===== src/rtl/grouped_inverse_variance_merge_assert.svh =====
// ----------------------------------------------------------------------------
// Assertion macros for the grouped inverse-variance merge block
// Shared shorthands for the concurrent checks; clocked on clk, off in rst.
// ----------------------------------------------------------------------------
`ifndef GROUPED_INVERSE_VARIANCE_MERGE_ASSERT_SVH
`define GROUPED_INVERSE_VARIANCE_MERGE_ASSERT_SVH

// Consequent must hold in the same cycle as the antecedent.
`define GIVM_ASSERT_SAME(name, ante, cons) \
  name: assert property (@(posedge clk) disable iff (rst) (ante) |-> (cons)) \
    else $error("givm assertion failed");

// Consequent must hold in the cycle after the antecedent.
`define GIVM_ASSERT_NEXT(name, ante, cons) \
  name: assert property (@(posedge clk) disable iff (rst) (ante) |=> (cons)) \
    else $error("givm assertion failed");

`endif


===== src/rtl/givm_pkg.sv =====
`timescale 1ns / 1ps
// ----------------------------------------------------------------------------
// givm_pkg
// Types, codes and constants shared by the merge controller and datapath.
// ----------------------------------------------------------------------------
package givm_pkg;

  localparam int FRAC_BITS_DEF = 16;
  localparam int ACC_BITS_DEF  = 64;

  // Divider divisor and quotient width, also the base of the numerator width; multiplier operand width.
  localparam int NUM_W = 64;
  localparam int MUL_W = 32;

  localparam logic [30:0] ERR_MAX      = 31'h7FFF_FFFF;
  localparam logic [63:0] MEAN_POS_SAT = 64'h0000_0000_7FFF_FFFF;
  localparam logic [63:0] MEAN_NEG_SAT = 64'h0000_0000_8000_0000;
  localparam logic [63:0] SQRT_BIT0    = 64'h4000_0000_0000_0000;

  // Register indexes on the configuration port.
  localparam logic [1:0] REG_VEL_FLOOR = 2'd0;
  localparam logic [1:0] REG_PWR_FLOOR = 2'd1;
  localparam logic [1:0] REG_WDT_FLOOR = 2'd2;

  // Measurement channels.
  localparam logic [1:0] CH_VEL  = 2'd0;
  localparam logic [1:0] CH_PWR  = 2'd1;
  localparam logic [1:0] CH_WDT  = 2'd2;
  localparam int         NUM_CH  = 3;

  typedef enum logic [4:0] {
    S_IDLE, S_CHECK, S_OPEN, S_SQ, S_DIVW_GO, S_DIVW_WAIT, S_MUL_LO, S_MUL_HI,
    S_MUL_ADD, S_ACCUM, S_AZ_GO, S_AZ_WAIT, S_FIN_CHK, S_MEAN_GO, S_MEAN_WAIT,
    S_ERR_GO, S_ERR_WAIT, S_SQRT_WAIT, S_EMIT
  } state_t;

  typedef enum logic [1:0] {MUL_SQ, MUL_LO, MUL_HI} mul_op_t;

  typedef enum logic [1:0] {DIV_WEIGHT, DIV_MEAN, DIV_ERR, DIV_AZ} div_src_t;

  typedef struct packed {
    logic       latch_in;
    logic       open_group;
    logic       az_update;
    logic       mul_en;
    mul_op_t    mul_op;
    logic       w_load;
    logic       pacc_load;
    logic       pacc_add;
    logic       accum;
    logic       div_start;
    div_src_t   div_src;
    logic       fin_az;
    logic       fin_zero;
    logic       fin_mean;
    logic       sqrt_start;
    logic       fin_err;
    logic       load_out;
    logic       out_last;
    logic       close_group;
    logic [1:0] chan;
  } dp_cmd_t;

  typedef struct packed {
    logic key_diff;
    logic group_open;
    logic in_last;
    logic div_done;
    logic div_busy;
    logic sqrt_done;
    logic ws_zero;
    logic out_hold;
  } dp_sts_t;

endpackage


===== src/rtl/givm_ctrl.sv =====
`timescale 1ns / 1ps
// ----------------------------------------------------------------------------
// givm_ctrl
// Sequencer for per-vector accumulation and per-group finishing.
// ----------------------------------------------------------------------------
module givm_ctrl (
  input  logic              clk,
  input  logic              rst,
  input  logic              in_valid,
  output logic              in_stall,
  output givm_pkg::dp_cmd_t cmd,
  input  givm_pkg::dp_sts_t sts
);

  localparam logic [1:0] LAST_CH = 2'(givm_pkg::NUM_CH - 1);

  givm_pkg::state_t state, state_next;
  logic [1:0] chan, chan_next;
  logic       emit_last, emit_last_next;

  always_ff @(posedge clk) begin
    if (rst) begin
      state     <= givm_pkg::S_IDLE;
      chan      <= givm_pkg::CH_VEL;
      emit_last <= 1'b0;
    end else begin
      state     <= state_next;
      chan      <= chan_next;
      emit_last <= emit_last_next;
    end
  end

  always_comb begin
    state_next     = state;
    chan_next      = chan;
    emit_last_next = emit_last;
    case (state)
      givm_pkg::S_IDLE: begin
        if (in_valid) state_next = givm_pkg::S_CHECK;
      end
      givm_pkg::S_CHECK: begin
        if (sts.group_open && sts.key_diff) begin
          emit_last_next = 1'b0;
          state_next     = givm_pkg::S_AZ_GO;
        end else begin
          state_next = givm_pkg::S_OPEN;
        end
      end
      givm_pkg::S_OPEN: begin
        chan_next  = givm_pkg::CH_VEL;
        state_next = givm_pkg::S_SQ;
      end
      givm_pkg::S_SQ:        state_next = givm_pkg::S_DIVW_GO;
      givm_pkg::S_DIVW_GO:   state_next = givm_pkg::S_DIVW_WAIT;
      givm_pkg::S_DIVW_WAIT: begin
        if (sts.div_done) state_next = givm_pkg::S_MUL_LO;
      end
      givm_pkg::S_MUL_LO:    state_next = givm_pkg::S_MUL_HI;
      givm_pkg::S_MUL_HI:    state_next = givm_pkg::S_MUL_ADD;
      givm_pkg::S_MUL_ADD:   state_next = givm_pkg::S_ACCUM;
      givm_pkg::S_ACCUM: begin
        if (chan != LAST_CH) begin
          chan_next  = chan + 2'd1;
          state_next = givm_pkg::S_SQ;
        end else if (sts.in_last) begin
          emit_last_next = 1'b1;
          state_next     = givm_pkg::S_AZ_GO;
        end else begin
          state_next = givm_pkg::S_IDLE;
        end
      end
      givm_pkg::S_AZ_GO:     state_next = givm_pkg::S_AZ_WAIT;
      givm_pkg::S_AZ_WAIT: begin
        if (sts.div_done) begin
          chan_next  = givm_pkg::CH_VEL;
          state_next = givm_pkg::S_FIN_CHK;
        end
      end
      givm_pkg::S_FIN_CHK: begin
        if (!sts.ws_zero) begin
          state_next = givm_pkg::S_MEAN_GO;
        end else if (chan != LAST_CH) begin
          chan_next = chan + 2'd1;
        end else begin
          state_next = givm_pkg::S_EMIT;
        end
      end
      givm_pkg::S_MEAN_GO:   state_next = givm_pkg::S_MEAN_WAIT;
      givm_pkg::S_MEAN_WAIT: begin
        if (sts.div_done) state_next = givm_pkg::S_ERR_GO;
      end
      givm_pkg::S_ERR_GO:    state_next = givm_pkg::S_ERR_WAIT;
      givm_pkg::S_ERR_WAIT: begin
        if (sts.div_done) state_next = givm_pkg::S_SQRT_WAIT;
      end
      givm_pkg::S_SQRT_WAIT: begin
        if (sts.sqrt_done) begin
          if (chan != LAST_CH) begin
            chan_next  = chan + 2'd1;
            state_next = givm_pkg::S_FIN_CHK;
          end else begin
            state_next = givm_pkg::S_EMIT;
          end
        end
      end
      givm_pkg::S_EMIT: begin
        if (!sts.out_hold) begin
          state_next = emit_last ? givm_pkg::S_IDLE : givm_pkg::S_OPEN;
        end
      end
      default: state_next = givm_pkg::S_IDLE;
    endcase
  end

  always_comb begin
    cmd      = '0;
    cmd.chan = chan;
    in_stall = 1'b1;
    case (state)
      givm_pkg::S_IDLE: begin
        in_stall     = 1'b0;
        cmd.latch_in = in_valid;
      end
      givm_pkg::S_OPEN: begin
        cmd.open_group = !sts.group_open;
        cmd.az_update  = 1'b1;
      end
      givm_pkg::S_SQ: begin
        cmd.mul_en = 1'b1;
        cmd.mul_op = givm_pkg::MUL_SQ;
      end
      givm_pkg::S_DIVW_GO: begin
        cmd.div_start = 1'b1;
        cmd.div_src   = givm_pkg::DIV_WEIGHT;
      end
      givm_pkg::S_DIVW_WAIT: begin
        cmd.w_load = sts.div_done;
      end
      givm_pkg::S_MUL_LO: begin
        cmd.mul_en = 1'b1;
        cmd.mul_op = givm_pkg::MUL_LO;
      end
      givm_pkg::S_MUL_HI: begin
        cmd.mul_en    = 1'b1;
        cmd.mul_op    = givm_pkg::MUL_HI;
        cmd.pacc_load = 1'b1;
      end
      givm_pkg::S_MUL_ADD: begin
        cmd.pacc_add = 1'b1;
      end
      givm_pkg::S_ACCUM: begin
        cmd.accum = 1'b1;
      end
      givm_pkg::S_AZ_GO: begin
        cmd.div_start = 1'b1;
        cmd.div_src   = givm_pkg::DIV_AZ;
      end
      givm_pkg::S_AZ_WAIT: begin
        cmd.div_src = givm_pkg::DIV_AZ;
        cmd.fin_az  = sts.div_done;
      end
      givm_pkg::S_FIN_CHK: begin
        cmd.fin_zero = sts.ws_zero;
      end
      givm_pkg::S_MEAN_GO: begin
        cmd.div_start = 1'b1;
        cmd.div_src   = givm_pkg::DIV_MEAN;
      end
      givm_pkg::S_MEAN_WAIT: begin
        cmd.div_src  = givm_pkg::DIV_MEAN;
        cmd.fin_mean = sts.div_done;
      end
      givm_pkg::S_ERR_GO: begin
        cmd.div_start = 1'b1;
        cmd.div_src   = givm_pkg::DIV_ERR;
      end
      givm_pkg::S_ERR_WAIT: begin
        cmd.div_src    = givm_pkg::DIV_ERR;
        cmd.sqrt_start = sts.div_done;
      end
      givm_pkg::S_SQRT_WAIT: begin
        cmd.fin_err = sts.sqrt_done;
      end
      givm_pkg::S_EMIT: begin
        cmd.load_out    = !sts.out_hold;
        cmd.close_group = !sts.out_hold;
        cmd.out_last    = emit_last;
      end
      default: begin
        cmd.chan = chan;
      end
    endcase
  end

endmodule


===== config.mk =====
export PLATFORM = sky130hd
export DESIGN_NAME = givm_ctrl
export DESIGN_NICKNAME = d
export VERILOG_FILES = /design/src/rtl/grouped_inverse_variance_merge_assert.svh /design/src/rtl/givm_pkg.sv /design/src/rtl/givm_ctrl.sv
export SDC_FILE = /design/constraint.sdc
export NUM_CORES = 1
export LEC_CHECK = 0
export BUFFER_PORTS_ARGS = -buffer_cell sky130_fd_sc_hd__buf_2
export CAP_MARGIN = 20
export CORE_ASPECT_RATIO = 1.4
export CORE_MARGIN = 5
export CORE_UTILIZATION = 45
export DETAILED_ROUTE_END_ITERATION = 8
export PLACE_DENSITY = 0.75
export SETUP_SLACK_MARGIN = 0.15
export SYNTH_ARGS = -nofsm -noshare
export SYNTH_HDL_FRONTEND = slang
export SYNTH_SLANG_ARGS = --single-unit

===== constraint.sdc =====
create_clock -name clk -period 1.9 [get_ports clk]
set_clock_uncertainty 0.2 [all_clocks]
set_input_delay 0.38 -clock clk [delete_from_list [all_inputs] [get_ports clk]]
set_output_delay 0.38 -clock clk [all_outputs]
set_load 0.01 [all_outputs]

==> flow_summary.yaml <==
synthesis:
  synth_cells: 150
  ys.flop_type: "dfxtp_1"
  yosysTopAreaCellShare: 0.152
  synthesis.area_um2: 1050
  syn_area_per_cell_um2: 7.02
  ys_seq_area_frac: 0.152
  synth_common_cells: "11 x nand2_1, 11 x nor2_1, 9 x nand2b_1, 9 x nor3_1, 9 x o21ai_0"
  yosysWarnings: 0
  ys_seq_elements: 8
  async_reset_ff_frac: 0
  synth_edf_count: 0
  synth_top_area_cell: "dfxtp_1"
  ys_types: 48
  synth.area.top_cells: "dfxtp_1 15%, nand2b_1 5.4%, mux2i_1 4.8%"
  synth_nets: 162
placed_design:
  dp_hpwl_um: 2760
  portBuffers: 33
  place.gp.congestion: 0.937
flow_run:
  drv_cap: 0
power_and_ir_drop:
  vdd_drop_max_mv: 0.860
  leakage_nw: 0.941
  powerDensity_nw_per_um2: 954
  finalPower_mw: 1.98
worst_hold_path:
  min_path_type: "in -> reg"
layout:
  finish.utilization: 0.942
  multi_input_area_um2: 1040
  final_nets: 247
  fillers: 67
  diodes: 0
  drive_gt1_frac: 0.631
  layout-area-overhead-vs-synth_pct: 97.1
  area.sequential_um2: 176
detailed_routing:
  antenna_left: 0
  route.detailed.drc: 0
  vias_per_cell: 6.77
  drt_first_pass_iters: 6
  finalWirelength_um: 6260
  drt_iter0_markers: 148
  post_drt_wl_per_cell_um: 24.6
  vias: 1727
timing:
  report.final.slew_viol_count: 0
  worstMarginPinSlew_ps: 491
  finalSetupViolCount: 29
  finalCritPeriodShare: 1.12
  worst_slack_ps: -237
  finalHoldViolCount: 0
  worst_hold_slack_ps: 181
  finalSetupTns_ps: -3790
  rsz0062_at_grt: "true"
  fin_crit_ps: 2140
  fmax_ghz: 0.468
  timing.slew.headroom: 0.664
critical_path:
  cp.arrival_ps: 1560
  crit_path_top_delay_cell: "dfxtp_4"
  critical_path_class: "reg -> out"
  cp_num_buf_inv: 3
  critPathMaxStageDelay_ps: 370
  worst_setup_path_start_kind: "register"
  crit_fanout: 7
  end_kind: "primary output"
  crit_family: "simple AND/OR/NAND/NOR gates"
  path_cells: "buf_12, or2_4, buf_6, nor3_2, buf_2"
  worstPathRequired_ps: 1320
status:
  failed_checks: "negative setup slack"
  status: "finished with violations"
global_routing:
  grt_pass1_wl_um: 7700
  grtUsageTotal: 0.298
  antenna_found_initial: 0
  grt_max_degree: 18
  overflow: 0
  grt_pass1_vias: 1562
die:
  die_w_um: 50.9
  chipHeight_um: 67.2
  start_util: 0.478
  core_um2: 2200
  rows: 20
  die_area_um2: 3420
  ioPinCount: 35
clock_tree:
  h-tree-depth: 1
  clock_path_buffers: 2
  cts_tree: "yes"
  cts.clk_slew.worst_paths_ps: 60
  numCtsBuffers: 3
  cts.sinks: 8
  cts-root-buf: "clkbuf_4"
  worst_skew_pair.late_latency_ps: 280
  ctsHoldBuffers: 0
-- final timing paths --
kind                    startpoint                    end  slack [ps]  cells past startpoint
min reg2reg   chan[0]$_SDFFE_PP0P_   chan[0]$_SDFFE_PP0P_         310                      2
min                            rst   chan[0]$_SDFFE_PP0P_         180                      2
max          state[3]$_SDFFE_PP0P_                cmd[20]        -240                      5
max reg2reg  state[4]$_SDFFE_PP0P_  state[4]$_SDFFE_PP0P_        -180                      6
-- flip-flops by register name, summed over array words and instances, names as in the netlist --
register / cells
state: 5
chan: 2
emit_last: 1
-- cells by family after synthesis --
| kind of cell | Yosys count | synth area share |
|---|---|---|
| xor gates and xnor gates | 4 | 0.0333 |
| muxes | 5 | 0.0476 |
| AOI/OAI and AO/OA | 32 | 0.200 |
| buffers and inverters | 22 | 0.103 |
| adders and majority gates | 1 | 0.0119 |
| DFF | 8 | 0.152 |
| and+or+nand+nor | 78 | 0.452 |
-- metrics by stage --
stage               setup slack [ps]  area (µm²)  cells
finish                          -237        2070    255
global route                    -298        2070    255
CTS                             -134        1850    248
detailed placement              -155        1530    225
global placement               -83.0        1530    225
floorplan                        135        1160    150
-- per-layer routing --
layer  vias to the layer above  part of all wire  routed length [µm]  track usage
li1                        714                 -                   -            -
met1                       809              0.34                2150        0.329
met2                       159              0.48                3030        0.540
met3                        45              0.10                 637       0.0353
met4                         0             0.072                 450        0.163
met5                         -                 0                   0            0
-- where the power goes --
part | switching (mW) | internal [mW]
registers | 0.0488 | 0.202
clock network | 0.0710 | 0.0730
logic | 0.820 | 0.763
-- repair_timing --
item | 4_1_cts | 5_1_grt
resized for setup | 45 | 39
pin swaps | 16 | 23
setup buffers | 19 | 7
endpoints found under the setup margin | 30 | 30
gates cloned | 1 | 0
-- cell usage in the layout (no fill, tap or decap), types with 6 or more instances in the layout --
| cell | n |
|---|---|
| a21oi_1 | 6 |
| buf_2 | 28 |
| buf_4 | 39 |
| buf_6 | 24 |
| nand2_1 | 9 |
| nand2b_1 | 8 |
| nor2_1 | 6 |
-- layout make-up --
cell class                 count  area share
sequential                     8      0.0850
tap                           22      0.0133
timing repair buffer          95       0.373
clock buffer                   3      0.0109
inverter                       7      0.0151
multi-input combinational    120       0.503
Power figures use the tool's default switching activity.
